`src/design/sdlg_pkg.sv`:
```
// ----------------------------------------------------------------------------
// SVM dual gradient package
// Sizes, codes, control structs and address helper shared by the unit.
// ----------------------------------------------------------------------------
package sdlg_pkg;

    localparam int MAX_SIZE = 32;
    localparam int IDX_W    = $clog2(MAX_SIZE);
    localparam int CNT_W    = 6;
    localparam int MAT_AW   = $clog2(MAX_SIZE * MAX_SIZE);
    localparam int DATA_W   = 32;
    localparam int RES_W    = 64;
    localparam int ACC_W    = 72;
    localparam int SUM_W    = DATA_W + CNT_W;

    localparam logic [CNT_W-1:0] CNT_MAX      = '1;
    localparam logic [CNT_W-1:0] SIZE_LIMIT   = CNT_W'(MAX_SIZE);
    localparam logic [CNT_W-1:0] ACTIVE_RESET = CNT_W'(32);

    localparam logic OP_WRITE  = 1'b0;
    localparam logic OP_ALPHA  = 1'b1;
    localparam logic KIND_GRAD = 1'b0;
    localparam logic KIND_LOSS = 1'b1;

    // one operand pair sent into the multiply pipeline
    typedef struct packed {
        logic valid;
        logic loss;
        logic zero_b;
        logic first_row;
    } mac_issue_t;

    typedef struct packed {
        logic       start;
        logic       row_clear;
        mac_issue_t issue;
        logic       grad_latch;
        logic       loss_latch;
    } mac_ctrl_t;

    typedef struct packed {
        logic             load_grad;
        logic             load_loss;
        logic [CNT_W-1:0] index;
    } emit_t;

    function automatic logic [MAT_AW-1:0] mat_addr(input logic [CNT_W-1:0] r,
                                                   input logic [CNT_W-1:0] c);
        mat_addr = MAT_AW'(r) * MAT_AW'(MAX_SIZE) + MAT_AW'(c);
    endfunction

endpackage

```
`src/design/sdlg_mac.sv`:
```
// ----------------------------------------------------------------------------
// SVM dual gradient multiply-accumulate unit
// Shared multiplier with row, loss and alpha-sum accumulators and saturation.
// ----------------------------------------------------------------------------
module sdlg_mac (
    input  logic                               clk,
    input  logic                               rst_n,
    input  sdlg_pkg::mac_ctrl_t                ctrl,
    input  logic signed [sdlg_pkg::DATA_W-1:0] mat_rdata,
    input  logic signed [sdlg_pkg::DATA_W-1:0] alpha_rdata,
    output logic signed [sdlg_pkg::DATA_W-1:0] grad,
    output logic signed [sdlg_pkg::RES_W-1:0]  loss
);

    localparam logic signed [sdlg_pkg::ACC_W-1:0] GRAD_BIAS = sdlg_pkg::ACC_W'(65536);
    localparam logic signed [sdlg_pkg::DATA_W-1:0] S32_MAX = {1'b0, {(sdlg_pkg::DATA_W-1){1'b1}}};
    localparam logic signed [sdlg_pkg::DATA_W-1:0] S32_MIN = {1'b1, {(sdlg_pkg::DATA_W-1){1'b0}}};
    localparam logic signed [sdlg_pkg::RES_W-1:0]  S64_MAX = {1'b0, {(sdlg_pkg::RES_W-1){1'b1}}};
    localparam logic signed [sdlg_pkg::RES_W-1:0]  S64_MIN = {1'b1, {(sdlg_pkg::RES_W-1){1'b0}}};

    function automatic logic signed [sdlg_pkg::DATA_W-1:0] sat32(
        input logic signed [sdlg_pkg::ACC_W-1:0] v);
        logic [sdlg_pkg::ACC_W-sdlg_pkg::DATA_W:0] hi_bits;
        hi_bits = v[sdlg_pkg::ACC_W-1:sdlg_pkg::DATA_W-1];
        if (hi_bits == '0 || hi_bits == '1)
            sat32 = v[sdlg_pkg::DATA_W-1:0];
        else if (v[sdlg_pkg::ACC_W-1])
            sat32 = S32_MIN;
        else
            sat32 = S32_MAX;
    endfunction

    function automatic logic signed [sdlg_pkg::RES_W-1:0] sat64(
        input logic signed [sdlg_pkg::ACC_W-1:0] v);
        logic [sdlg_pkg::ACC_W-sdlg_pkg::RES_W:0] hi_bits;
        hi_bits = v[sdlg_pkg::ACC_W-1:sdlg_pkg::RES_W-1];
        if (hi_bits == '0 || hi_bits == '1)
            sat64 = v[sdlg_pkg::RES_W-1:0];
        else if (v[sdlg_pkg::ACC_W-1])
            sat64 = S64_MIN;
        else
            sat64 = S64_MAX;
    endfunction

    sdlg_pkg::mac_issue_t issue_d1_reg;
    sdlg_pkg::mac_issue_t issue_d2_reg;

    logic signed [sdlg_pkg::DATA_W-1:0] op_a;
    logic signed [sdlg_pkg::DATA_W-1:0] op_b;
    logic signed [sdlg_pkg::RES_W-1:0]  prod_next;
    logic signed [sdlg_pkg::RES_W-1:0]  prod_reg;
    logic signed [sdlg_pkg::ACC_W-1:0]  row_acc_reg;
    logic signed [sdlg_pkg::ACC_W-1:0]  loss_acc_reg;
    logic signed [sdlg_pkg::SUM_W-1:0]  sum_reg;
    logic signed [sdlg_pkg::DATA_W-1:0] gprime_reg;
    logic signed [sdlg_pkg::DATA_W-1:0] grad_reg;
    logic signed [sdlg_pkg::RES_W-1:0]  loss_res_reg;
    logic signed [sdlg_pkg::ACC_W-1:0]  gp_wide;
    logic signed [sdlg_pkg::ACC_W-1:0]  g_wide;
    logic signed [sdlg_pkg::ACC_W-1:0]  loss_wide;

    // stage 1: operands from memory (or the held g' for the loss term)
    assign op_a      = issue_d1_reg.loss ? gprime_reg : mat_rdata;
    assign op_b      = issue_d1_reg.zero_b ? '0 : alpha_rdata;
    assign prod_next = op_a * op_b;

    // Q32.32 sum to Q16.16; the -1 bias is exact after the shift
    assign gp_wide   = row_acc_reg >>> 16;
    assign g_wide    = gp_wide - GRAD_BIAS;
    assign loss_wide = (loss_acc_reg >>> 1) - (sdlg_pkg::ACC_W'(sum_reg) <<< 16);

    always_ff @(posedge clk or negedge rst_n)
    begin
        if (!rst_n)
        begin
            issue_d1_reg <= '0;
            issue_d2_reg <= '0;
        end
        else
        begin
            issue_d1_reg <= ctrl.issue;
            issue_d2_reg <= issue_d1_reg;
        end
    end

    always_ff @(posedge clk)
    begin
        prod_reg <= prod_next;

        if (ctrl.row_clear)
            row_acc_reg <= '0;
        else if (issue_d2_reg.valid && !issue_d2_reg.loss)
            row_acc_reg <= row_acc_reg + sdlg_pkg::ACC_W'(prod_reg);

        if (ctrl.start)
            loss_acc_reg <= '0;
        else if (issue_d2_reg.valid && issue_d2_reg.loss)
            loss_acc_reg <= loss_acc_reg + sdlg_pkg::ACC_W'(prod_reg);

        // alpha sum rides along with the first column pass
        if (ctrl.start)
            sum_reg <= '0;
        else if (issue_d1_reg.valid && !issue_d1_reg.loss && issue_d1_reg.first_row)
            sum_reg <= sum_reg + sdlg_pkg::SUM_W'(alpha_rdata);

        if (ctrl.grad_latch)
        begin
            gprime_reg <= sat32(gp_wide);
            grad_reg   <= sat32(g_wide);
        end

        if (ctrl.loss_latch)
            loss_res_reg <= sat64(loss_wide);
    end

    assign grad = grad_reg;
    assign loss = loss_res_reg;

endmodule

```
`config.mk`:
```
export PLATFORM = sky130hd
export DESIGN_NAME = sdlg_mac
export DESIGN_NICKNAME = d
export VERILOG_FILES = /design/src/design/sdlg_pkg.sv /design/src/design/sdlg_mac.sv
export SDC_FILE = /design/constraint.sdc
export NUM_CORES = 2
export LEC_CHECK = 0
export ABC_AREA = 0
export BUFFER_PORTS_ARGS = -buffer_cell sky130_fd_sc_hd__buf_2
export CAP_MARGIN = 40
export CORE_MARGIN = 5
export CORE_UTILIZATION = 60
export DETAILED_ROUTE_END_ITERATION = 16
export PLACE_DENSITY_LB_ADDON = 0.12
export SLEW_MARGIN = 20
export SYNTH_ARGS = -nofsm -noshare
export SYNTH_HDL_FRONTEND = slang
export SYNTH_SLANG_ARGS = --single-unit
```
`constraint.sdc`:
```
create_clock -name clk -period 8 [get_ports clk]
set_input_delay 2.4 -clock clk [delete_from_list [all_inputs] [get_ports clk]]
set_output_delay 2.4 -clock clk [all_outputs]
set_load 0.05 [all_outputs]
```
-- Word-level counts from Yosys, hierarchy flattened
Index checks and enable logic that the tools add are counted.
- muxes and demuxes: 8
- equality and inequality tests: 3
- reduce and logical (&&, ||, !) cells: 12
- add/sub/neg operators: 5
- $mul: 1
- operator list (kind ; count):
    $mux 32 ; 6
    $add 72x64->72 ; 2
    $mux 64 ; 2
    $eq 41x41->1 const B ; 2
    $logic_not 41->1 ; 2
    $sub 71x54->72 ; 1
    $mul 32x32->64 ; 1
    $sub 56x18->57 const B ; 1
    $add 38x32->38 ; 1
    $eq 9x9->1 const B ; 1
    $logic_not 9->1 ; 1
    $logic_and 1x1->1 ; 4
    $logic_or 1x1->1 ; 3
    $logic_not 1->1 ; 2
- flip-flop bits (word level): 380
- input port bits: 74

-- Longest topological paths before layout
- depth after elaboration: 4
- mapped depth: 33
- depth with buffers taken out: 30

-- Least setup slack after synthesis
Ideal clock, no wire load.
- kind: in2reg
- from: in mat_rdata[19] in the netlist's numbering
- to: reg prod_reg[59] in the netlist's numbering
- library setup time: 127 ps
- cell stages on the path: 25
- buffers on the path: 1
- arrival time: 9967 ps
- path slack: -2094 ps
- cell sequence: mux2i_1 clkbuf_1 nor2_1 fa_1 fa_1 inv_1 fa_1 fa_1 inv_1 fa_1 fa_1 fa_1 fa_1 ha_1 or3_1 and2_1 a311oi_1 nand3_1 o211a_1 o31a_1 o21ai_0 o21ai_0 a21boi_0 o21ai_0 xor2_1
- word-level cells in the longest chain between the ends: 2
- ends and longest elaborated chain (what ; RTL line ; text):
    start, declared ; sdlg_mac.sv:9 ; input logic signed [sdlg_pkg::DATA_W-1:0] mat_rdata,
    $mux 32 ; sdlg_mac.sv:63 ; assign op_a = issue_d1_reg.loss ? gprime_reg : mat_rdata;
    $mul 32x32->64 ; sdlg_mac.sv:65 ; assign prod_next = op_a * op_b;
    net prod_next (one bit) ; sdlg_mac.sv:50 ; logic signed [sdlg_pkg::RES_W-1:0] prod_next;
    end signal, assigned ; sdlg_mac.sv:88 ; prod_reg <= prod_next;
    end, declared ; sdlg_mac.sv:51 ; logic signed [sdlg_pkg::RES_W-1:0] prod_reg;
The timed path passes the listed nets, and every way through them passes these cells.
A chain may end at the register's enable or synchronous reset.

-- Final worst setup path
- from: in mat_rdata[6] in the netlist's numbering
- to: reg prod_reg[61] in the netlist's numbering
Same word-level chain as after synthesis.

==> impl_metrics.ini <==
[floorplan]
die_area_um2 = 111000
start_util_pct = 60.4
rows = 118
die_w_um = 333
core-area_um2 = 104000
die_h_um = 333
io-pin-count = 170

[clock_tree]
cts_max_level = 2
clk_pin_slew_ns = 0.07
cts_tree = yes
root_buffer = clkbuf_16
clock_sinks = 380
hold_buffers = 0
clk_latency_ns = 0.59
clockBufferDepth = 3
numCtsBuffers = 38

[hold_path]
hold_start = issue_d1_reg[3]
min_to = issue_d2_reg[3]
min_path_type = reg2reg
hold_depth = 0

[logic_synthesis]
synth_edf_count = 128
synth_cell_types = 97
yosysMostFrequentCell = inv_1
syn_avg_cell_area_um2 = 8.68
yosys_warnings = 0
synth_seq_cells = 380
yosys_most_used_dff = dfxtp_1
async_flop_share_pct = 1.58
synth_top_area_share_pct = 34.7
synth.area.top_cells = fa_1 35%, ha_1 8.4%, dfxtp_1 7.9%, inv_1 6.5%, edfxtp_1 6.1%
yosys-top-cells-count = 1,090 x inv_1, 1,086 x fa_1, 979 x nand2_1
syn-instance-count = 7209
syn-num-nets = 8788
seq_area_frac_synth_pct = 14.2
yosys.area.top_type = fa_1
syn_area_um2 = 62600

[critical_path]
arrival_ns = 9.82
rr_worst_depth = 29
worst_ep_required_time_ns = 8.45
timing.rr.end = prod_reg[62]
startpoint_type = primary input
critPathKind = in2reg
crit_path_end_kind = register
timing.rr.start = issue_d1_reg[2]
rrSetupSlack_ns = -0.46
crit_fanout = 6

[timing]
rsz0062_at_grt = true
relSlewSlack_pct = 43.8
fin_ws_ns = -1.36
fmax_mhz = 107
fin_tns_setup_ns = -38.29
maxSlewViolCount = 0
min_period_over_period_pct = 117
worst_pin_slew_ns = 0.834
period_needed_ns = 9.36
finalSetupViolations = 46
finalHoldViolCount = 0
skew_ns = 0.0301

[routing]
wl_per_cell_um = 23.2
remaining_drc_errors = 0
ant_nets = 0
wirelength_um = 215000
drt-pass1-iter-count = 6
via_per_inst = 5.94
drtIter0Drc = 5079
num_vias = 55000

[global_route]
grt_max_degree = 65
gr-total-overflow = 0
antenna_found_initial = 3
grt_pass1_wl_um = 326000
grt_util_all_layers_pct = 38.2
grt_pass1_vias = 56200

[flow_run]
maxCapViolCount = 0

[outcome]
violations = negative setup slack
status = finished with violations

[cells_and_area]
fin_area_um2 = 75300
finalNonFillerCells = 9267
fillers = 7822
nets = 9431
layout-drive-gt1-share_pct = 19.1
area_growth_pct = 20.2

[place]
place_congestion = 1.01
place_hpwl_um = 174000
dp.cells = 9067
placed_area_um2 = 70700
io_buffers = 169
-- cell type report --
class | instances | area (µm²) | area share (%)
Sequential cell | 380 | 8920 | 11.9
Inverter | 1091 | 4100 | 5.45
Multi-Input combinational cell | 5382 | 50300 | 66.8
Timing Repair Buffer | 959 | 8850 | 11.8
Tap cell | 1380 | 1730 | 2.29
Clock buffer | 48 | 1050 | 1.39
Antenna cell | 5 | 12.5 | 0.0166
Clock inverter | 22 | 300 | 0.399
-- what timing repair did --
item                                    CTS  global route
hold endpoints to repair                  0             0
resized for setup                       289           177
pin swaps                                92            91
endpoints found under the setup margin   48            50
setup buffers                            72            48
cloned                                    9             2
-- worst max-delay path: stages --
cell and delay, ns:
buf_2 0.12, mux2_4 0.25, buf_4 0.20, nand2_1 0.09, fa_1 0.63, inv_1 0.09
fa_1 0.54, fa_1 0.46, fa_1 0.61, fa_2 0.52, fa_1 0.60, fa_1 0.46
fa_1 0.54, ha_4 0.22, a21oi_4 0.14, o21ai_4 0.09, a311oi_4 0.25, nand3_2 0.12
o211a_4 0.28, o31a_1 0.29, o21ai_2 0.21, nand2_1 0.08, a31oi_1 0.23, nand2b_4 0.18
o31ai_2 0.06, xor2_1 0.15
-- metrics by stage --
step | util (%) | worst slack [ns] | hold WS, ns
2_1_floorplan | - | -1.59 | 0.354
3_3_place_gp | 68.2 | -2.08 | 0.356
3_5_place_dp | 68.2 | -2.18 | 0.360
4_1_cts | 71.4 | -1.19 | 0.389
5_1_grt | 72.6 | -1.49 | 0.399
6_report | 72.6 | -1.36 | 0.385
-- placed cells by master (no fill, tap or decap), types with 163 or more instances in the layout --
cell type / count
xnor2_1: 180
inv_1: 1058
dfxtp_1: 246
nor2_1: 710
fa_1: 1028
a21o_1: 208
nand2_1: 946
buf_4: 593
a21oi_1: 434
ha_1: 381
o21ai_0: 163
-- metal layers --
layer	share of wire (%)	up-vias	routed length [µm]	track usage [%]
met3	9.5	694	20500	7.30
met5	0.0056	-	12	0
li1	-	24400	-	-
met2	44	2748	94600	59.1
met1	39	27100	83100	50.5
met4	7.8	2	16800	22.4
-- kinds of logic after synthesis --
group           Yosys count  share of synthesized area, %
mux                      68                          1.16
xor+xnor                293                          4.10
flops                   380                          14.2
compound gates         1283                          13.2
simple gates           2232                          15.4
buf+inv                1448                          8.84
fa+ha+maj              1505                          43.1
-- worst max path at each step --
stage                   end           start  slack [ns]  cells after the start
3_3_place_gp   prod_reg[57]  alpha_rdata[2]       -2.08                     29
6_report       prod_reg[61]    mat_rdata[6]       -1.36                     26
4_1_cts        prod_reg[62]  alpha_rdata[2]       -1.19                     29
5_1_grt        prod_reg[61]    mat_rdata[7]       -1.49                     30
2_1_floorplan  prod_reg[62]   mat_rdata[31]       -1.59                     29
3_5_place_dp   prod_reg[57]  alpha_rdata[2]       -2.18                     29
Power is not shown: default switching activity piles up to over one toggle a cycle in this logic, so the estimate is an artifact.
