==> config.mk <==
export PLATFORM = sky130hd
export DESIGN_NAME = sdlg_seq
export DESIGN_NICKNAME = d
export VERILOG_FILES = /design/src/design/sdlg_pkg.sv /design/src/design/sdlg_seq.sv
export SDC_FILE = /design/constraint.sdc
export NUM_CORES = 1
export LEC_CHECK = 0
export BUFFER_PORTS_ARGS = -buffer_cell sky130_fd_sc_hd__buf_2
export CAP_MARGIN = 20
export CORE_MARGIN = 10
export CORE_UTILIZATION = 40
export DETAILED_ROUTE_END_ITERATION = 10
export GPL_TIMING_DRIVEN = 0
export HOLD_SLACK_MARGIN = 0.05
export SLEW_MARGIN = 5
export SYNTH_ARGS = -nofsm -noshare
export SYNTH_HDL_FRONTEND = slang
export SYNTH_SLANG_ARGS = --single-unit
==> constraint.sdc <==
create_clock -name clk -period 2.45 [get_ports clk]
set_input_delay 0.1225 -clock clk [delete_from_list [all_inputs] [get_ports clk]]
set_output_delay 0.1225 -clock clk [all_outputs]
set_load 0.02 [all_outputs]
==> src/design/sdlg_pkg.sv <==
// ----------------------------------------------------------------------------
// SVM dual gradient package
// Sizes, codes, control structs and address helper shared by the unit.
// ----------------------------------------------------------------------------
package sdlg_pkg;

    localparam int MAX_SIZE = 32;
    localparam int IDX_W    = $clog2(MAX_SIZE);
    localparam int CNT_W    = 6;
    localparam int MAT_AW   = $clog2(MAX_SIZE * MAX_SIZE);
    localparam int DATA_W   = 32;
    localparam int RES_W    = 64;
    localparam int ACC_W    = 72;
    localparam int SUM_W    = DATA_W + CNT_W;

    localparam logic [CNT_W-1:0] CNT_MAX      = '1;
    localparam logic [CNT_W-1:0] SIZE_LIMIT   = CNT_W'(MAX_SIZE);
    localparam logic [CNT_W-1:0] ACTIVE_RESET = CNT_W'(32);

    localparam logic OP_WRITE  = 1'b0;
    localparam logic OP_ALPHA  = 1'b1;
    localparam logic KIND_GRAD = 1'b0;
    localparam logic KIND_LOSS = 1'b1;

    // one operand pair sent into the multiply pipeline
    typedef struct packed {
        logic valid;
        logic loss;
        logic zero_b;
        logic first_row;
    } mac_issue_t;

    typedef struct packed {
        logic       start;
        logic       row_clear;
        mac_issue_t issue;
        logic       grad_latch;
        logic       loss_latch;
    } mac_ctrl_t;

    typedef struct packed {
        logic             load_grad;
        logic             load_loss;
        logic [CNT_W-1:0] index;
    } emit_t;

    function automatic logic [MAT_AW-1:0] mat_addr(input logic [CNT_W-1:0] r,
                                                   input logic [CNT_W-1:0] c);
        mat_addr = MAT_AW'(r) * MAT_AW'(MAX_SIZE) + MAT_AW'(c);
    endfunction

endpackage

==> src/design/sdlg_seq.sv <==
// ----------------------------------------------------------------------------
// SVM dual gradient sequencer
// Walks columns and rows, drives memory reads and the shared MAC, emits results.
// ----------------------------------------------------------------------------
module sdlg_seq (
    input  logic                             clk,
    input  logic                             rst_n,
    input  logic                             start,
    input  logic [sdlg_pkg::CNT_W-1:0]       active_size,
    input  logic [sdlg_pkg::CNT_W-1:0]       alpha_count,
    input  logic                             out_free,
    output logic                             busy,
    output logic [sdlg_pkg::IDX_W-1:0]       alpha_raddr,
    output logic [sdlg_pkg::MAT_AW-1:0]      mat_raddr,
    output sdlg_pkg::mac_ctrl_t              ctrl,
    output sdlg_pkg::emit_t                  emit
);

    localparam logic [2:0] S_IDLE   = 3'd0;
    localparam logic [2:0] S_MAC    = 3'd1;
    localparam logic [2:0] S_DRAIN  = 3'd2;
    localparam logic [2:0] S_SAT    = 3'd3;
    localparam logic [2:0] S_GRAD   = 3'd4;
    localparam logic [2:0] S_LDRAIN = 3'd5;
    localparam logic [2:0] S_LFIN   = 3'd6;
    localparam logic [2:0] S_LOSS   = 3'd7;

    logic [2:0]                 state_reg, state_next;
    logic [sdlg_pkg::CNT_W-1:0] i_reg, i_next;
    logic [sdlg_pkg::CNT_W-1:0] j_reg, j_next;
    logic [sdlg_pkg::CNT_W-1:0] n_reg, n_next;
    logic [sdlg_pkg::CNT_W-1:0] m_reg, m_next;
    logic                       wait_reg, wait_next;
    logic [sdlg_pkg::CNT_W-1:0] n_start;
    logic [sdlg_pkg::CNT_W-1:0] m_start;
    logic                       i_last;
    logic                       j_last;

    assign n_start = (active_size > sdlg_pkg::SIZE_LIMIT) ? sdlg_pkg::SIZE_LIMIT : active_size;
    assign m_start = (alpha_count < n_start) ? alpha_count : n_start;
    assign i_last  = (sdlg_pkg::CNT_W'(i_reg + 1'b1) == n_reg);
    assign j_last  = (sdlg_pkg::CNT_W'(j_reg + 1'b1) == m_reg);
    assign busy    = (state_reg != S_IDLE);

    always_comb
    begin
        state_next  = state_reg;
        i_next      = i_reg;
        j_next      = j_reg;
        n_next      = n_reg;
        m_next      = m_reg;
        wait_next   = wait_reg;
        ctrl        = '0;
        emit        = '0;
        emit.index  = i_reg;
        alpha_raddr = j_reg[sdlg_pkg::IDX_W-1:0];
        mat_raddr   = sdlg_pkg::mat_addr(j_reg, i_reg);

        unique case (state_reg)
            S_IDLE:
            begin
                if (start)
                begin
                    ctrl.start     = 1'b1;
                    ctrl.row_clear = 1'b1;
                    n_next         = n_start;
                    m_next         = m_start;
                    i_next         = '0;
                    j_next         = '0;
                    wait_next      = 1'b0;
                    if (n_start == '0)
                        state_next = S_LDRAIN;
                    else if (m_start == '0)
                        state_next = S_DRAIN;
                    else
                        state_next = S_MAC;
                end
            end
            S_MAC:
            begin
                ctrl.issue.valid     = 1'b1;
                ctrl.issue.first_row = (i_reg == '0);
                if (j_last)
                begin
                    state_next = S_DRAIN;
                    wait_next  = 1'b0;
                end
                else
                begin
                    j_next = sdlg_pkg::CNT_W'(j_reg + 1'b1);
                end
            end
            S_DRAIN:
            begin
                if (wait_reg)
                    state_next = S_SAT;
                else
                    wait_next = 1'b1;
            end
            S_SAT:
            begin
                ctrl.grad_latch   = 1'b1;
                ctrl.issue.valid  = 1'b1;
                ctrl.issue.loss   = 1'b1;
                ctrl.issue.zero_b = (i_reg >= m_reg);
                alpha_raddr       = i_reg[sdlg_pkg::IDX_W-1:0];
                state_next        = S_GRAD;
            end
            S_GRAD:
            begin
                if (out_free)
                begin
                    emit.load_grad = 1'b1;
                    j_next         = '0;
                    wait_next      = 1'b0;
                    if (i_last)
                    begin
                        state_next = S_LDRAIN;
                    end
                    else
                    begin
                        i_next         = sdlg_pkg::CNT_W'(i_reg + 1'b1);
                        ctrl.row_clear = 1'b1;
                        state_next     = (m_reg == '0) ? S_DRAIN : S_MAC;
                    end
                end
            end
            S_LDRAIN:
            begin
                if (wait_reg)
                    state_next = S_LFIN;
                else
                    wait_next = 1'b1;
            end
            S_LFIN:
            begin
                ctrl.loss_latch = 1'b1;
                state_next      = S_LOSS;
            end
            S_LOSS:
            begin
                if (out_free)
                begin
                    emit.load_loss = 1'b1;
                    state_next     = S_IDLE;
                end
            end
            default:
            begin
                state_next = S_IDLE;
            end
        endcase
    end

    always_ff @(posedge clk or negedge rst_n)
    begin
        if (!rst_n)
        begin
            state_reg <= S_IDLE;
            i_reg     <= '0;
            j_reg     <= '0;
            n_reg     <= '0;
            m_reg     <= '0;
            wait_reg  <= 1'b0;
        end
        else
        begin
            state_reg <= state_next;
            i_reg     <= i_next;
            j_reg     <= j_next;
            n_reg     <= n_next;
            m_reg     <= m_next;
            wait_reg  <= wait_next;
        end
    end

endmodule

-- Word-level counts from Yosys, hierarchy flattened
Index checks and enable logic that the tools add are counted.
- flip-flop bits (word level): 28
- input port bits: 16
- reduce and logical (&&, ||, !) cells: 16
- $add $sub $neg: 3
- muxes and demuxes: 38
- magnitude comparators: 3
- equal/unequal tests: 17
- operators with widths (operator ; count):
    6-bit two-way mux ; 7
    6-bit logical NOT ; 4
    3-bit two-way mux ; 8
    3-bit case mux with 8 select lines ; 1
    6-bit case mux with 3 select lines ; 1
    2-bit inequality test (second input constant) ; 8
    1-bit two-way mux ; 13
    6-bit by 1-bit adder with 6-bit output (second input constant) ; 2
    3-bit equality test (second input constant) ; 4
    6-bit equality test ; 2
    6-bit case mux with 2 select lines ; 1
    4-bit AND reduction ; 3
    10-bit by 6-bit adder with 10-bit output ; 1
    2-bit two-way mux ; 4
    3-bit by 2-bit equality test with 1-bit output (second input constant) ; 2
    6-bit greater-or-equal comparator ; 1
    6-bit greater-than comparator (second input constant) ; 1
    6-bit less-than comparator ; 1
    6-bit AND reduction ; 1
    3-bit nonzero test ; 2
    5-bit two-way mux ; 1
    1-bit case mux with 4 select lines ; 1
    4-bit nonzero test ; 1
    2-bit OR reduction ; 2
    5 further kinds ; 5

-- Depth between registers and ports, before layout
- word-level depth: 9
- gate-level depth with buffers: 9
- gate-level depth less buffers: 9

-- Least setup slack after synthesis
Ideal clock, no wire load.
- path kind: register to register
- from: reg j_reg[0] in the netlist's numbering
- to: reg state_reg[0]
- stages on the path, launching flop included: 8
- setup slack: 0.391 ns
- setup time: 0.128 ns
- period minus slack after synthesis: 2.059 ns
- data required time: 2.322 ns
- arrival time: 1.932 ns
- cells stage by stage: dfrtp_1 > ha_1 > nand2b_1 > o211ai_1 > a31oi_1 > o41ai_4 > nand2b_2 > mux2_1
- word-level cells in the longest chain between the ends: 4
- RTL lines (element ; RTL line ; source):
    start: declaration ; sdlg_seq.sv:30 ; logic [sdlg_pkg::CNT_W-1:0] j_reg, j_next;
    start signal: assignment ; sdlg_seq.sv:170 ; j_reg <= j_next;
    6-bit by 1-bit adder with 6-bit output ; sdlg_seq.sv:42 ; assign j_last = (sdlg_pkg::CNT_W'(j_reg + 1'b1) == m_reg);
    6-bit equality test ; sdlg_seq.sv:42 ;
    2-bit inequality test (no source line) ; -- ;
    6-bit AND reduction (no source line) ; -- ;
    end signal: assignment ; sdlg_seq.sv:168 ; state_reg <= state_next;
    end: declaration ; sdlg_seq.sv:28 ; logic [2:0] state_reg, state_next;
Every way passes these cells.
A chain may end at the register's enable or synchronous reset.

==> flow_summary.ini <==
[critical_path]
slowest_stage = dfrtp_2
crit_top_cell = inv_1
crit_type = flop to primary output
end_kind = primary output
path_cells = inv_1, ha_1, xnor2_1, o2111ai_1, or2_4, a21oi_4, inv_1, buf_2
worstPathMaxFanout = 9
r2r_start = i_reg[0]$_DFFE_PN0P_
rrSetupSlack_ps = 250
rr_worst_depth = 7
critPathLaunchType = flop
r2r-end = i_reg[4]$_DFFE_PN0P_
cp.arrival_ps = 2210
critPathRequiredTime_ps = 2330
critPathMaxStageDelay_ps = 460

[timing]
whs_ps = 173
rsz0062_at_grt = yes
slew_viol_final = 0
fmax_mhz = 428
min_period_over_period = 0.953
finClkSkew_ps = 3.12
tightestPinTransition_ps = 653
setup_violations = 0
hold_viol = 0
relSlewSlack = 0.565
finalWorstSetupSlack_ps = 116
fin_crit_ps = 2330

[grt]
grt_pass1_vias = 2215
antenna_found_initial = 0
grt_pass1_wl_um = 11100
track_usage = 0.136
overflow = 0
grt_max_degree = 29

[synthesis]
synth_area_mm2 = 0.00235
synth_top_area_frac = 0.298
synth-seq-area-share = 0.298
synth_common_cells = nand2_1 (34), dfrtp_1 (28), o21ai_0 (26)
async_flop_share = 1.00
ys_seq_elements = 28
synth_warnings = 0
synthTopCellsByArea = dfrtp_1 (30%), ha_1 (8.5%), o21ai_0 (5.5%), nand2_1 (5.4%), xnor2_1 (4.1%)
synthAdderAreaFrac = 0.0851
syn_avg_cell_area_um2 = 8.31
synth.largest_area_cell = dfrtp_1
synth-simple-area-share = 0.222
synth_xor_area_frac = 0.0633
synth_top_family_by_area = simple AND/OR/NAND/NOR gates
synth-compound-area-share = 0.207
synth-edff-count = 0
syn-num-nets = 315
synthCells = 283
yosysUniqueCellTypes = 57
synth_mux_area_frac = 0.0351
synth_ff_type = dfrtp_1
synth.most_common_cell = nand2_1

[die]
io-pin-count = 48
die_w_um = 96.7
dieArea_mm2 = 0.00935
start_util = 0.419
rows = 27
core-area_mm2 = 0.00561
die_y_um = 96.7

[route]
wl_per_cell_um = 15.8
num_vias = 2183
drc = 0
drt_wl_total_um = 6420
viasPerCell = 5.38
first_iter_violations = 151
ant_nets = 0
drtPass1Iterations = 4

[power_and_ir_drop]
vdd_drop_max_uv = 379
finalPower_uw = 2700
p_seq_frac = 0.316
switchingPower_uw = 1310
leakagePower_uw = 0.00138
power.density_mw_per_mm2 = 981
clockPowerShare = 0.097
p_comb_frac = 0.587
p_sw_frac = 0.485
internal-power_uw = 1390

[place]
port_buffers = 47
dp_cells = 402
gp_congestion = 0.819
hpwl_um = 4950
pre_cts_ws_ps = 114

[layout]
layout.nets = 368
instances_no_fill = 406
fin_util = 0.491
diodes = 0
drive_above_1_share = 0.254
area_delta_synth_final_pct = 17.1

[clock_network]
h-tree-depth = 1
worstSkewPairLatency_ps = 280
clk_pin_slew_worst_paths_ps = 100
cts-root-buf = clkbuf_8
cts_sinks = 28
clk_path_buf_depth = 2
tritoncts = done
cts_buffers = 3

[worst_hold_path]
hold_path_depth = 3
min-delay-path-class = input pin to flop
worstHoldEndpoint = m_reg[0]$_DFFE_PN0P_
holdCritStartpoint = alpha_count[0]

[outcome]
status = finished clean

[flow_run]
cap_violations = 0
-- metal layers --
| layer | vias up | track usage | wire, um |
|---|---|---|---|
| met5 | - | 0 | 0 |
| met1 | 1002 | 0.180 | 3240 |
| met2 | 68 | 0.218 | 2760 |
| met4 | 0 | 0.0406 | 76 |
| met3 | 4 | 0.0248 | 337 |
| li1 | 1109 | - | - |
-- cell type report --
type,instances,area (um^2)
fillers,583,2850
multi-input cells,212,1460
flip-flops and latches,28,704
repair buffers,49,253
plain buffers,18,120
inverters,24,90.1
well taps,72,90.1
clock buffers,3,41.3
-- stage by stage --
| step | TNS [ps] | cell area [um^2] |
|---|---|---|
| 6_report | 0 | 2750 |
| 5_1_grt | -23.7 | 2750 |
| 4_1_cts | 0 | 2750 |
| 3_5_place_dp | 0 | 2680 |
| 3_3_place_gp | 0 | 2680 |
| 2_1_floorplan | 0 | 2350 |
-- worst max-delay path by stage --
| stage | slack (ps) | from | to | cells after the start |
|---|---|---|---|---|
| 2_1_floorplan | 390 | j_reg[0]$_DFFE_PN0P_ | state_reg[0]$_DFFE_PN0P_ | 7 |
| 3_3_place_gp | 140 | active_size[5] | state_reg[0]$_DFFE_PN0P_ | 10 |
| 3_5_place_dp | 110 | i_reg[0]$_DFFE_PN0P_ | ctrl[6] | 8 |
| 4_1_cts | 30 | i_reg[1]$_DFFE_PN0P_ | ctrl[6] | 8 |
| 5_1_grt | -20 | state_reg[1]$_DFFE_PN0P_ | ctrl[3] | 6 |
| 6_report | 120 | i_reg[0]$_DFFE_PN0P_ | ctrl[6] | 8 |
-- power groups by stage --
stage	clock network (uW)	registers (uW)	logic (uW)
6_report	262	854	1590
5_1_grt	292	889	1800
4_1_cts	269	831	1610
3_5_place_dp	0	838	1570
3_3_place_gp	0	829	1550
2_1_floorplan	0	816	1160
-- placed cells by master, fill, tap and decap left out, drive strengths merged, types with 11 or more instances in the layout --
cell and instances:
buf 61, nand2 35, o21ai 28, dfrtp 28
inv 24, ha 16, a21oi 15, nand3 14
nor2 13, xnor2 11
-- what timing repair did --
| action | in CTS | in global routing |
|---|---|---|
| hold endpoints to repair | 28 | 0 |
| hold buffers | 1 | 0 |
| buffers inserted | 1 | 0 |
| setup endpoints to repair | 1 | 12 |
| resized for setup | 2 | 6 |
| pin swaps | 1 | 1 |
-- cell families after synthesis --
family                     count (synthesis)
and+or+nand+nor                           99
xor gates and xnor gates                  17
adders and majority gates                 16
DFF                                       28
buffers and inverters                     43
AOI/OAI and AO/OA                         72
muxes                                      8
-- critical path: cells and delay by family (launching register included) --
family          cells  cell delay [ps]
xor+xnor            1              170
buf+inv             3              310
simple gates        1              300
fa+ha+maj           1              360
compound gates      2              340
flops               1              460
(Power assumes the default switching activity.)
